$ cat src/hdl/dpt_pkg.sv
`timescale 1ns / 1ps
`default_nettype none

package dpt_pkg;

  // Default sizes of the table.
  localparam int TABLE_DEPTH_DEF = 16;
  localparam int ID_BYTES_DEF    = 8;

  // Fixed field widths.
  localparam int ADDR_W  = 16;
  localparam int LEN_W   = 4;
  localparam int CD_W    = 8;
  localparam int KIND_W  = 3;
  localparam int IDIN_W  = 64;
  localparam int BYTE_W  = 8;

  // At most this many entries are removed by one tick.
  localparam int MAX_RESULTS = 16;
  localparam int CNT_W       = $clog2(MAX_RESULTS + 1);

  localparam logic [CD_W-1:0] RELOAD_RESET = 8'd3;

  // Event kinds on the command channel.
  typedef enum logic [1:0] {
    OP_JOIN   = 2'd0,
    OP_BEAT   = 2'd1,
    OP_TICK   = 2'd2,
    OP_LOOKUP = 2'd3
  } op_e;

  // Result kinds.
  typedef enum logic [KIND_W-1:0] {
    KIND_JOINED  = 3'd0,
    KIND_OFFLINE = 3'd1,
    KIND_HIT     = 3'd2,
    KIND_MISS    = 3'd3,
    KIND_FULL    = 3'd4
  } kind_e;

  // Sequencer states.
  typedef enum logic [2:0] {
    ST_IDLE   = 3'b001,
    ST_WALK   = 3'b010,
    ST_FINISH = 3'b100
  } state_e;

endpackage

`default_nettype wire

$ cat src/hdl/dpt_ram.sv
`timescale 1ns / 1ps
`default_nettype none

module dpt_ram #(
  parameter int WIDTH = 8,
  parameter int DEPTH = 16,
  localparam int AW = (DEPTH > 1) ? $clog2(DEPTH) : 1
) (
  input  wire logic             clk_i,
  input  wire logic             we_i,
  input  wire logic [AW-1:0]    waddr_i,
  input  wire logic [WIDTH-1:0] wdata_i,
  input  wire logic             re_i,
  input  wire logic [AW-1:0]    raddr_i,
  output logic      [WIDTH-1:0] rdata_o
);

  logic [WIDTH-1:0] mem_q [DEPTH];
  logic [WIDTH-1:0] rdata_q;

  // One write port and one registered read port.
  always_ff @(posedge clk_i) begin
    if (we_i) begin
      mem_q[waddr_i] <= wdata_i;
    end
    if (re_i) begin
      rdata_q <= mem_q[raddr_i];
    end
  end

  assign rdata_o = rdata_q;

endmodule

`default_nettype wire

$ cat src/hdl/device_presence_table_core.sv
`timescale 1ns / 1ps
`default_nettype none

// Presence table of joined network nodes.
// Commands: an event word (op, node address, id bytes, id length, key byte) is
// taken at a clock edge where start_i is high and busy_o is low. busy_o stays
// high until the event is fully processed.
// Results: each result word is shown for one cycle with result_valid_o high.
// The receiver cannot stall; a tick that removes several entries gives its
// result words in slot order, the final one with last_o set.
// Walk: every event walks the table one slot per cycle through the entry
// memory read port, from slot 0 up to the last slot, and then passes through
// a finish state. A join of a known node, a heartbeat that finds its node and
// a lookup hit end early, once the matching slot has been evaluated. A result
// is registered from the evaluation of the slot that causes it, or from the
// finish state after the walk ends.
// Configuration: cfg_we_i writes the heartbeat reload value; write it only
// while busy_o is low.
// Reset: all entries become invalid at once (valid bits in flip-flops), the
// reload value returns to 3. No clearing pass of the memory is needed.
module device_presence_table_core #(
  parameter int TABLE_DEPTH = dpt_pkg::TABLE_DEPTH_DEF,
  parameter int ID_BYTES    = dpt_pkg::ID_BYTES_DEF
) (
  input  wire logic                        clk_i,
  input  wire logic                        rst_ni,
  input  wire logic                        start_i,
  output logic                             busy_o,
  input  wire logic [1:0]                  op_i,
  input  wire logic [dpt_pkg::ADDR_W-1:0]  node_addr_i,
  input  wire logic [dpt_pkg::IDIN_W-1:0]  id_value_i,
  input  wire logic [dpt_pkg::LEN_W-1:0]   id_length_i,
  input  wire logic [dpt_pkg::BYTE_W-1:0]  key_byte_i,
  input  wire logic                        cfg_we_i,
  input  wire logic [dpt_pkg::CD_W-1:0]    cfg_wdata_i,
  output logic                             result_valid_o,
  output logic [dpt_pkg::KIND_W-1:0]       kind_o,
  output logic [dpt_pkg::BYTE_W-1:0]       first_id_byte_o,
  output logic [dpt_pkg::ADDR_W-1:0]       found_addr_o,
  output logic                             last_o
);

  localparam int ADDR_W = dpt_pkg::ADDR_W;
  localparam int LEN_W  = dpt_pkg::LEN_W;
  localparam int CD_W   = dpt_pkg::CD_W;
  localparam int BYTE_W = dpt_pkg::BYTE_W;
  localparam int CNT_W  = dpt_pkg::CNT_W;
  localparam int IDX_W  = (TABLE_DEPTH > 1) ? $clog2(TABLE_DEPTH) : 1;
  localparam int ID_W   = BYTE_W * ID_BYTES;
  localparam int ENT_W  = CD_W + LEN_W + ID_W + ADDR_W;
  localparam logic [IDX_W-1:0] LAST_IDX = IDX_W'(TABLE_DEPTH - 1);
  localparam logic [LEN_W-1:0] LEN_MAX  = LEN_W'(ID_BYTES);
  localparam logic [CNT_W-1:0] CNT_MAX  = CNT_W'(dpt_pkg::MAX_RESULTS);

  // Control state.
  dpt_pkg::state_e         state_q, state_d;
  logic [TABLE_DEPTH-1:0]  valid_q, valid_d;
  logic [IDX_W-1:0]        idx_q, idx_d;
  logic                    free_found_q, free_found_d;
  logic [CNT_W-1:0]        cnt_q, cnt_d;
  logic                    pend_q, pend_d;
  logic                    res_valid_q, res_valid_d;
  logic [CD_W-1:0]         reload_q;

  // Payload registers.
  dpt_pkg::op_e            op_q, op_d;
  logic [ADDR_W-1:0]       addr_q, addr_d;
  logic [ID_W-1:0]         id_q, id_d;
  logic [LEN_W-1:0]        len_q, len_d;
  logic [BYTE_W-1:0]       key_q, key_d;
  logic [IDX_W-1:0]        free_idx_q, free_idx_d;
  logic [BYTE_W-1:0]       pend_byte_q, pend_byte_d;
  logic [ADDR_W-1:0]       pend_addr_q, pend_addr_d;
  dpt_pkg::kind_e          res_kind_q, res_kind_d;
  logic [BYTE_W-1:0]       res_byte_q, res_byte_d;
  logic [ADDR_W-1:0]       res_addr_q, res_addr_d;
  logic                    res_last_q, res_last_d;

  // Entry memory ports.
  logic                    ram_we, ram_re;
  logic [IDX_W-1:0]        ram_waddr, ram_raddr;
  logic [ENT_W-1:0]        ram_wdata, ram_rdata;

  // Fields of the entry under evaluation.
  logic [ADDR_W-1:0]       e_addr;
  logic [ID_W-1:0]         e_id;
  logic [LEN_W-1:0]        e_len;
  logic [CD_W-1:0]         e_cd;
  logic [CD_W-1:0]         cd_dec;
  logic                    e_valid;
  logic                    key_hit;
  logic                    last_slot;

  // Saturated length and masked id of the incoming word.
  logic [LEN_W-1:0]        len_sat;
  logic [ID_W-1:0]         id_masked;

  dpt_ram #(
    .WIDTH (ENT_W),
    .DEPTH (TABLE_DEPTH)
  ) u_ram (
    .clk_i   (clk_i),
    .we_i    (ram_we),
    .waddr_i (ram_waddr),
    .wdata_i (ram_wdata),
    .re_i    (ram_re),
    .raddr_i (ram_raddr),
    .rdata_o (ram_rdata)
  );

  // Clamp the id length into range and clear bytes beyond it.
  always_comb begin
    if (id_length_i == '0) begin
      len_sat = LEN_W'(1);
    end else if (id_length_i > LEN_MAX) begin
      len_sat = LEN_MAX;
    end else begin
      len_sat = id_length_i;
    end
    for (int b = 0; b < ID_BYTES; b++) begin
      id_masked[BYTE_W*b +: BYTE_W] = (LEN_W'(b) < len_sat) ?
                                      id_value_i[BYTE_W*b +: BYTE_W] : '0;
    end
  end

  // Unpack the entry read in the previous cycle.
  assign e_addr  = ram_rdata[ADDR_W-1:0];
  assign e_id    = ram_rdata[ADDR_W +: ID_W];
  assign e_len   = ram_rdata[ADDR_W+ID_W +: LEN_W];
  assign e_cd    = ram_rdata[ADDR_W+ID_W+LEN_W +: CD_W];
  assign e_valid = valid_q[idx_q];
  assign cd_dec  = (e_cd == '0) ? '0 : e_cd - CD_W'(1);
  assign last_slot = (idx_q == LAST_IDX);

  // Does the key byte appear within the stored id length?
  always_comb begin
    key_hit = 1'b0;
    for (int b = 0; b < ID_BYTES; b++) begin
      if ((LEN_W'(b) < e_len) && (e_id[BYTE_W*b +: BYTE_W] == key_q)) begin
        key_hit = 1'b1;
      end
    end
  end

  // Sequencer: walks the slots, reading one ahead while the current one is
  // evaluated and written back.
  always_comb begin
    state_d      = state_q;
    valid_d      = valid_q;
    idx_d        = idx_q;
    free_found_d = free_found_q;
    free_idx_d   = free_idx_q;
    cnt_d        = cnt_q;
    pend_d       = pend_q;
    pend_byte_d  = pend_byte_q;
    pend_addr_d  = pend_addr_q;
    op_d         = op_q;
    addr_d       = addr_q;
    id_d         = id_q;
    len_d        = len_q;
    key_d        = key_q;
    res_valid_d  = 1'b0;
    res_kind_d   = res_kind_q;
    res_byte_d   = res_byte_q;
    res_addr_d   = res_addr_q;
    res_last_d   = res_last_q;
    ram_re       = 1'b0;
    ram_raddr    = idx_q + IDX_W'(1);
    ram_we       = 1'b0;
    ram_waddr    = idx_q;
    ram_wdata    = ram_rdata;

    unique case (state_q)
      dpt_pkg::ST_IDLE: begin
        if (start_i) begin
          op_d         = dpt_pkg::op_e'(op_i);
          addr_d       = node_addr_i;
          id_d         = id_masked;
          len_d        = len_sat;
          key_d        = key_byte_i;
          idx_d        = '0;
          free_found_d = 1'b0;
          cnt_d        = '0;
          pend_d       = 1'b0;
          ram_re       = 1'b1;
          ram_raddr    = '0;
          state_d      = dpt_pkg::ST_WALK;
        end
      end

      dpt_pkg::ST_WALK: begin
        ram_re = !last_slot;
        idx_d  = idx_q + IDX_W'(1);
        case (op_q)
          dpt_pkg::OP_JOIN: begin
            if (e_valid && (e_len == len_q) && (e_id == id_q)) begin
              // Known node: only the address changes.
              ram_we      = 1'b1;
              ram_wdata   = {e_cd, e_len, e_id, addr_q};
              res_valid_d = 1'b1;
              res_kind_d  = dpt_pkg::KIND_JOINED;
              res_byte_d  = e_id[BYTE_W-1:0];
              res_addr_d  = addr_q;
              res_last_d  = 1'b1;
              state_d     = dpt_pkg::ST_IDLE;
            end else if (!e_valid && !free_found_q) begin
              free_found_d = 1'b1;
              free_idx_d   = idx_q;
            end
          end
          dpt_pkg::OP_BEAT: begin
            if (e_valid && (e_addr == addr_q)) begin
              ram_we    = 1'b1;
              ram_wdata = {reload_q, e_len, e_id, e_addr};
              state_d   = dpt_pkg::ST_IDLE;
            end
          end
          dpt_pkg::OP_TICK: begin
            if (e_valid) begin
              ram_we    = 1'b1;
              ram_wdata = {cd_dec, e_len, e_id, e_addr};
              if ((cd_dec == '0) && (cnt_q < CNT_MAX)) begin
                // Expired: remove it and hold its report back until the next
                // removal or the finish, so the final one can carry the last flag.
                valid_d[idx_q] = 1'b0;
                cnt_d          = cnt_q + CNT_W'(1);
                if (pend_q) begin
                  res_valid_d = 1'b1;
                  res_kind_d  = dpt_pkg::KIND_OFFLINE;
                  res_byte_d  = pend_byte_q;
                  res_addr_d  = pend_addr_q;
                  res_last_d  = 1'b0;
                end
                pend_d      = 1'b1;
                pend_byte_d = e_id[BYTE_W-1:0];
                pend_addr_d = e_addr;
              end
            end
          end
          dpt_pkg::OP_LOOKUP: begin
            if (e_valid && key_hit) begin
              res_valid_d = 1'b1;
              res_kind_d  = dpt_pkg::KIND_HIT;
              res_byte_d  = e_id[BYTE_W-1:0];
              res_addr_d  = e_addr;
              res_last_d  = 1'b1;
              state_d     = dpt_pkg::ST_IDLE;
            end
          end
          default: begin
          end
        endcase
        if ((state_d == dpt_pkg::ST_WALK) && last_slot) begin
          state_d = dpt_pkg::ST_FINISH;
        end
      end

      dpt_pkg::ST_FINISH: begin
        state_d    = dpt_pkg::ST_IDLE;
        res_last_d = 1'b1;
        case (op_q)
          dpt_pkg::OP_JOIN: begin
            res_valid_d = 1'b1;
            res_byte_d  = id_q[BYTE_W-1:0];
            res_addr_d  = addr_q;
            if (free_found_q) begin
              // New node goes into the lowest free slot.
              ram_we              = 1'b1;
              ram_waddr           = free_idx_q;
              ram_wdata           = {reload_q, len_q, id_q, addr_q};
              valid_d[free_idx_q] = 1'b1;
              res_kind_d          = dpt_pkg::KIND_JOINED;
            end else begin
              res_kind_d = dpt_pkg::KIND_FULL;
            end
          end
          dpt_pkg::OP_TICK: begin
            if (pend_q) begin
              res_valid_d = 1'b1;
              res_kind_d  = dpt_pkg::KIND_OFFLINE;
              res_byte_d  = pend_byte_q;
              res_addr_d  = pend_addr_q;
            end
            pend_d = 1'b0;
          end
          dpt_pkg::OP_LOOKUP: begin
            res_valid_d = 1'b1;
            res_kind_d  = dpt_pkg::KIND_MISS;
            res_byte_d  = '0;
            res_addr_d  = '0;
          end
          default: begin
          end
        endcase
      end

      default: begin
        state_d = dpt_pkg::ST_IDLE;
      end
    endcase
  end

  // Control registers.
  always_ff @(posedge clk_i or negedge rst_ni) begin
    if (!rst_ni) begin
      state_q      <= dpt_pkg::ST_IDLE;
      valid_q      <= '0;
      idx_q        <= '0;
      free_found_q <= 1'b0;
      cnt_q        <= '0;
      pend_q       <= 1'b0;
      res_valid_q  <= 1'b0;
      reload_q     <= dpt_pkg::RELOAD_RESET;
    end else begin
      state_q      <= state_d;
      valid_q      <= valid_d;
      idx_q        <= idx_d;
      free_found_q <= free_found_d;
      cnt_q        <= cnt_d;
      pend_q       <= pend_d;
      res_valid_q  <= res_valid_d;
      if (cfg_we_i) begin
        reload_q <= cfg_wdata_i;
      end
    end
  end

  // Payload registers.
  always_ff @(posedge clk_i) begin
    op_q        <= op_d;
    addr_q      <= addr_d;
    id_q        <= id_d;
    len_q       <= len_d;
    key_q       <= key_d;
    free_idx_q  <= free_idx_d;
    pend_byte_q <= pend_byte_d;
    pend_addr_q <= pend_addr_d;
    res_kind_q  <= res_kind_d;
    res_byte_q  <= res_byte_d;
    res_addr_q  <= res_addr_d;
    res_last_q  <= res_last_d;
  end

  assign busy_o          = (state_q != dpt_pkg::ST_IDLE);
  assign result_valid_o  = res_valid_q;
  assign kind_o          = res_kind_q;
  assign first_id_byte_o = res_byte_q;
  assign found_addr_o    = res_addr_q;
  assign last_o          = res_last_q;

endmodule

`default_nettype wire

$ cat config.mk
export PLATFORM = sky130hd
export DESIGN_NAME = device_presence_table_core
export DESIGN_NICKNAME = d
export VERILOG_FILES = /design/src/hdl/dpt_pkg.sv /design/src/hdl/dpt_ram.sv /design/src/hdl/device_presence_table_core.sv
export SDC_FILE = /design/constraint.sdc
export NUM_CORES = 2
export LEC_CHECK = 0
export BUFFER_PORTS_ARGS = -buffer_cell sky130_fd_sc_hd__buf_2
export CAP_MARGIN = 10
export CELL_PAD_IN_SITES_DETAIL_PLACEMENT = 1
export CELL_PAD_IN_SITES_GLOBAL_PLACEMENT = 1
export CORE_MARGIN = 2
export CORE_UTILIZATION = 53
export CTS_CLUSTER_SIZE = 14
export DETAILED_ROUTE_END_ITERATION = 7
export PLACE_DENSITY_LB_ADDON = 0.1
export RECOVER_POWER = 25
export SETUP_SLACK_MARGIN = 0.3
export SYNTH_ARGS = -nofsm -noshare
export SYNTH_HDL_FRONTEND = slang
export SYNTH_SLANG_ARGS = --single-unit
$ cat constraint.sdc
create_clock -name clk_i -period 7.7 [get_ports clk_i]
set_clock_uncertainty 0.2 [all_clocks]
set_input_delay 0 -clock clk_i [delete_from_list [all_inputs] [get_ports clk_i]]
set_output_delay 0 -clock clk_i [all_outputs]
set_load 0.05 [all_outputs]
# Word level (Yosys, flattened, before mapping)
# Memory sizes are Yosys's and may differ from the RTL's. A register that Yosys moved wholly into a read port is not among the register bits.
# Cells that the tools add are included.
# W data, S select, Z words.
# totals
ff_bits	189
ramBits	1472
out_inout_bits	30
wordCells	242
n_memories	1
# memory_table
memory	words	width	read_ports	rd_ports_with_merged_regs	wr	line_no	source
u_ram.mem_q	16	92	1	1	1	dpt_ram.sv:18	logic [WIDTH-1:0] mem_q [DEPTH];
# classes
add_sub_neg	3
magnitude_cmp	22
eq_ne	37
n_mux	110
bitwise	4
reduce_logical	38
# op_table
cell	count
$mux W92	4
$pmux W92 S3	1
$pmux W92 S2	1
$mux W16	11
$pmux W16 S3	2
$eq A64 B64 Y1	1
$eq A8 B8 Y1	8
$pmux W16 S2	2
$mux W8	6
$pmux W8 S3	2
$mux W1	36
$mux W3	12
$lt A3 B4 Y1 const A	8
$mux W4	8
$pmux W3 S3	3
$mux W5	4
$ne A2 B2 Y1 const B	9
$logic_and A1 B1 Y1	17
$and A16 B16 Y16	1
$eq A16 B16 Y1	1
$logic_not A8 Y1	2
$lt A1 B4 Y1 const A	4
$lt A2 B4 Y1 const A	4
$not A16 Y16	1
40 further kinds	66

# Depth between registers and ports, before layout
# logic_depth
word_depth	18
depth_mapped	13
ltp_nobuf	10

# Hierarchy
# From an unflattened synthesis, not the netlist that was laid out.
# hier_totals
hier_cells	3439
hier_area_um2	68763.4
# by_module_without_submodules
module	instances	cells_each	area_each_um2	seq_area_each_um2
dpt_ram	1	2357	57709.1	46965.0
device_presence_table_core	1	1082	11054.4	5484.0

# Worst setup path after synthesis
# Ideal clock, no wire load.
# synth_timing
path_kind	reg2reg
start	reg idx_q[0]
end	mem u_ram.mem_q[13][0] (netlist name), enable pin
setup_time_ps	544
arrival_ps	5848
slack_ps	1109
stages_incl_launch_ff	9
path_buffers	1
path_cell_list	dfrtp_1 > buf_6 > mux4_2 > a22o_1 > a221oi_2 > or3_1 > a21oi_1 > o2bb2ai_2 > nor2_1
# synth_between
elab_chain_len	9
elab_cells_between_ends	15
# synth_rtl
item	line_no	source
from (decl)	device_presence_table_core.sv:58	logic [IDX_W-1:0] idx_q, idx_d;
from (signal assigned)	device_presence_table_core.sv:317	idx_q <= idx_d;
$bmux W1 S4	device_presence_table_core.sv:131	assign e_valid = valid_q[idx_q];
$mux W1 (implied by the code)	device_presence_table_core.sv:131	
$logic_and A1 B1 Y1 (2 in a row)	device_presence_table_core.sv:196	if (e_valid && (e_len == len_q) && (e_id == id_q)) begin
$mux W1	device_presence_table_core.sv:196	
$pmux W1 S3	device_presence_table_core.sv:194	case (op_q)
$pmux W1 S2	device_presence_table_core.sv:173	unique case (state_q)
$mux W1	dpt_ram.sv:23	if (we_i) begin
$mux W1 (implied by the code)	dpt_ram.sv:24	mem_q[waddr_i] <= wdata_i;
to (decl)	dpt_ram.sv:18	
# Parallel ways exist; a longest one is shown, timed or not. The select of a mux whose other input is x is not followed.

# Final worst setup path
# layout_timing
start	reg idx_q[0]
end	reg u_ram.rdata_q[71], in the netlist u_ram.rdata_o[71] (read register of u_ram.mem_q), data pin
# layout_between
elab_chain_len	3
elab_cells_between_ends	6
# layout_rtl
item	line_no	source
$add A4 B1 Y4 / $eq A4 B4 Y1 (equally long branches)	device_presence_table_core.sv:168, device_presence_table_core.sv:133	
$mux W4 / $logic_not A1 Y1 (equally long branches)	device_presence_table_core.sv:175, device_presence_table_core.sv:192	
$mux W4 / $pmux W1 S2 (equally long branches)	device_presence_table_core.sv:173	
to (decl)	dpt_ram.sv:19	logic [WIDTH-1:0] rdata_q;
# Parallel ways exist; a longest one is shown, timed or not.
# A chain may end at the register's enable or synchronous reset.

==> flow_metrics.env <==
export IMPL_area_growth_pct=14.8
export IMPL_grt_pass1_wl_microns=329000
export IMPL_r2r_setup_slack_ns=1.09
export IMPL_path_buf_inv=3
export IMPL_power_frac_comb_pct=25.4
export IMPL_final_core_util_pct=61.3
export IMPL_netSwitchingFraction_pct=33.7
export IMPL_clockBufferDepth=3
export IMPL_async_flop_share_pct=2.22
export IMPL_tightest_slew_ns=2.55
export IMPL_htreeDepth=4
export IMPL_p_int_mw=19.0
export IMPL_violations="max-capacitance violations, max-slew violations"
export IMPL_synth_area_sq_mm=0.0714
export IMPL_gp_congestion=0.904
export IMPL_grt_overflow=0
export IMPL_cts_resized=0
export IMPL_die_area_sq_mm=0.138
export IMPL_slowest_stage="dfrtp_1"
export IMPL_fin_crit_ns=6.61
export IMPL_leakage_nw=27.1
export IMPL_yosysTopAreaCell="edfxtp_1"
export IMPL_power_switching_mw=9.64
export IMPL_synth_cell_types=74
export IMPL_synth_cells=5138
export IMPL_io_buffers=135
export IMPL_finalCritPeriodShare_pct=85.8
export IMPL_clkSlewWorstSetupHoldPaths_ns=0.06
export IMPL_status="finished, violations left"
export IMPL_worst_ep_required_time_ns=8.00
export IMPL_ys_ff_latch=1753
export IMPL_grt_antenna_before_repair=13
export IMPL_slew_headroom_pct=-70.2
export IMPL_ir_drop_uv=281
export IMPL_rr_worst_depth=7
export IMPL_whs_endpoint="id_q[32]"
export IMPL_final_area_sq_mm=0.0819
export IMPL_ant_nets=0
export IMPL_gr_max_usage_layer="met2"
export IMPL_clock_sinks=1753
export IMPL_die_w_microns=371
export IMPL_place_inst=6744
export IMPL_setup_violations=0
export IMPL_syn_num_nets=5255
export IMPL_synth_avg_cell_area_sq_um=13.9
export IMPL_die_h_microns=371
export IMPL_fill_cells=12400
export IMPL_arrival_ns=6.90
export IMPL_finalPower_mw=28.6
export IMPL_seq_power_share_pct=45.3
export IMPL_crit_type="reg2reg"
export IMPL_synth_area_leaders="edfxtp_1 72%, nand2_1 5.2%, o21ai_0 2.6%, o221ai_1 2.3%, a311oi_1 2.3%"
export IMPL_start_util_pct=53.4
export IMPL_wirelength_microns=223000
export IMPL_crit_family="buffers and inverters"
export IMPL_core_area_sq_mm=0.134
export IMPL_drt_iter0_drc=5693
export IMPL_cpMostUsedCell="a311oi_1"
export IMPL_grt_pass1_vias=49400
export IMPL_cp_start_kind="flop"
export IMPL_hpwl_microns=124000
export IMPL_pre_cts_ws_ns=2.08
export IMPL_grt_use_met3_pct=5.09
export IMPL_finalSetupTns_ns=0
export IMPL_cts_tree="built"
export IMPL_placed_area_sq_mm=0.0739
export IMPL_end_kind="flop"
export IMPL_pwr_share_clk_pct=29.4
export IMPL_min_path_cells=3
export IMPL_min_from="id_value_i[32]"
export IMPL_layout_drive_gt1_share_pct=8.76
export IMPL_postCtsHoldBufs=251
export IMPL_clock_latency_ns=0.82
export IMPL_gr_usage_met2_pct=52.2
export IMPL_slew_viol_final=185
export IMPL_rr_startpoint="idx_q[0]"
export IMPL_final_cells=7328
export IMPL_reg2reg_to="u_ram.rdata_o[71]"
export IMPL_drt_first_pass_iters=6
export IMPL_synth_seq_area_share_pct=73.5
export IMPL_ys_flop_type="edfxtp_1"
export IMPL_fin_ws_ns=1.09
export IMPL_rows=134
export IMPL_drc=0
export IMPL_synth_edf_count=1714
export IMPL_vias=47900
export IMPL_grt_usage_pct=32.4
export IMPL_path_cells="clkbuf_1 -> inv_8 -> nand2_4 -> buf_12 -> a311oi_1 -> a311oi_1 -> a21oi_1"
export IMPL_cts_root_buf="clkbuf_16"
export IMPL_ioPinCount=136
export IMPL_cts_setup_buffers=0
export IMPL_yosys_warnings=0
export IMPL_wl_per_cell_microns=30.4
export IMPL_grtUsageMet1_pct=45.4
export IMPL_hold_path_class="in2reg"
export IMPL_cts_buffers=181
export IMPL_fmax_ghz=0.151
export IMPL_critPathMaxFanout=144
export IMPL_nNetsFinal=5530
export IMPL_finalHoldViolCount=0
export IMPL_rsz0062_at_grt="false"
export IMPL_p_per_area_mw_per_mm2=349
export IMPL_whs_ns=0.0675
export IMPL_maxCapViolations=5
export IMPL_crit_path_max_incr_delay_ns=1.44
export IMPL_routed_via_density=6.54
export IMPL_grt_max_degree=147
export IMPL_synth_top_cell_area_share_pct=72.1
==> final cells by class <==
cell class	count	area (sq um)	share of cell area, %
antenna	3	7.51	0.00917
clock inverter	104	774	0.946
inverter	31	131	0.160
multi-input combinational	2965	17400	21.2
tap	1768	2210	2.70
sequential	1753	52400	64.0
clock buffer	223	4790	5.85
timing repair buffer	481	4170	5.09
==> Yosys cell counts (all sizes together), types with 54 or more instances <==
| master | count |
|---|---|
| a21oi | 115 |
| a311oi | 184 |
| and3 | 95 |
| buf | 132 |
| clkbuf | 257 |
| edfxtp | 1714 |
| nand2 | 986 |
| nand3 | 204 |
| nor2 | 54 |
| nor2b | 57 |
| o211ai | 94 |
| o21ai | 384 |
| o221ai | 186 |
| or3 | 187 |
| xnor2 | 55 |
| xor2 | 100 |
==> state kept, by name (all words and copies together) (netlist names), 5 cells and up <==
| signal | count |
|---|---|
| u_ram.rdata_o | 92 |
| found_addr_o | 16 |
| valid_q | 16 |
| u_ram.mem_q | 1472 |
| first_id_byte_o | 8 |
| addr_q | 16 |
| pend_byte_q | 8 |
| key_q | 8 |
| pend_addr_q | 16 |
| cnt_q | 5 |
| reload_q | 8 |
| id_q | 64 |
==> power groups by stage <==
stage | registers (mW) | clock network (mW) | logic (mW)
2_1_floorplan | 13.0 | 0 | 4.08
6_report | 13.0 | 8.40 | 7.25
3_5_place_dp | 13.1 | 0 | 6.99
5_1_grt | 13.0 | 8.81 | 7.70
3_3_place_gp | 13.1 | 0 | 6.84
4_1_cts | 12.9 | 8.48 | 7.16
==> cells by family (layout without fill, tap and decap cells) <==
family,Yosys count,count (layout),synth area share [%]
buffers and inverters,420,839,2.44
AND/OR/NAND/NOR,1700,1700,11.0
AO/OA/AOI/OAI,1063,1063,10.3
adder cells (fa/ha/maj),11,11,0.193
XOR/XNOR,155,155,1.90
flip-flops,1753,1753,73.5
multiplexers,36,36,0.615
other,0,3,0
==> worst max-delay path by stage <==
stage / startpoint / to / slack [ns] / depth (start not counted)
after floorplan: idx_q[0] / u_ram.mem_q[13][0] / 1.11 / 8
after global placement: u_ram.rdata_o[18] / u_ram.mem_q[4][48] / 2.20 / 9
after detailed placement: u_ram.rdata_o[82] / u_ram.mem_q[12][20] / 2.08 / 9
after CTS: u_ram.rdata_o[82] / u_ram.mem_q[12][20] / 2.02 / 9
after global routing: idx_q[0] / u_ram.rdata_o[48] / 1.02 / 7
final: idx_q[0] / u_ram.rdata_o[71] / 1.09 / 7
==> worst min-delay path: cells and delay by family <==
| kind | cells | cell delay [ns] |
|---|---|---|
| buf+inv | 2 | 0.66 |
| simple gates | 1 | 0.20 |
==> placed cells by master, fill, tap and decap left out, types with 28 or more instances in the layout <==
master            n
edfxtp_1       1714
nand2_1         983
o21ai_0         377
dlygate4sd3_1   250
nand3_1         203
or3_1           186
o221ai_1        186
clkbuf_16       186
a311oi_1        184
a21oi_1         115
xor2_1          100
and3_1           95
o211ai_1         94
clkbuf_1         93
buf_2            83
buf_4            63
nor2b_1          57
clkinv_1         57
xnor2_1          55
nor4_1           38
dfrtp_1          36
nor2_1           33
inv_1            29
buf_12           28
==> layer usage <==
metal | vias up | share of wire (%)
met2 | 2342 | 48
met5 | - | 0.023
met3 | 402 | 8.4
met1 | 24900 | 41
met4 | 6 | 2.8
li1 | 20300 | -
Power figures use the tool's default switching activity.
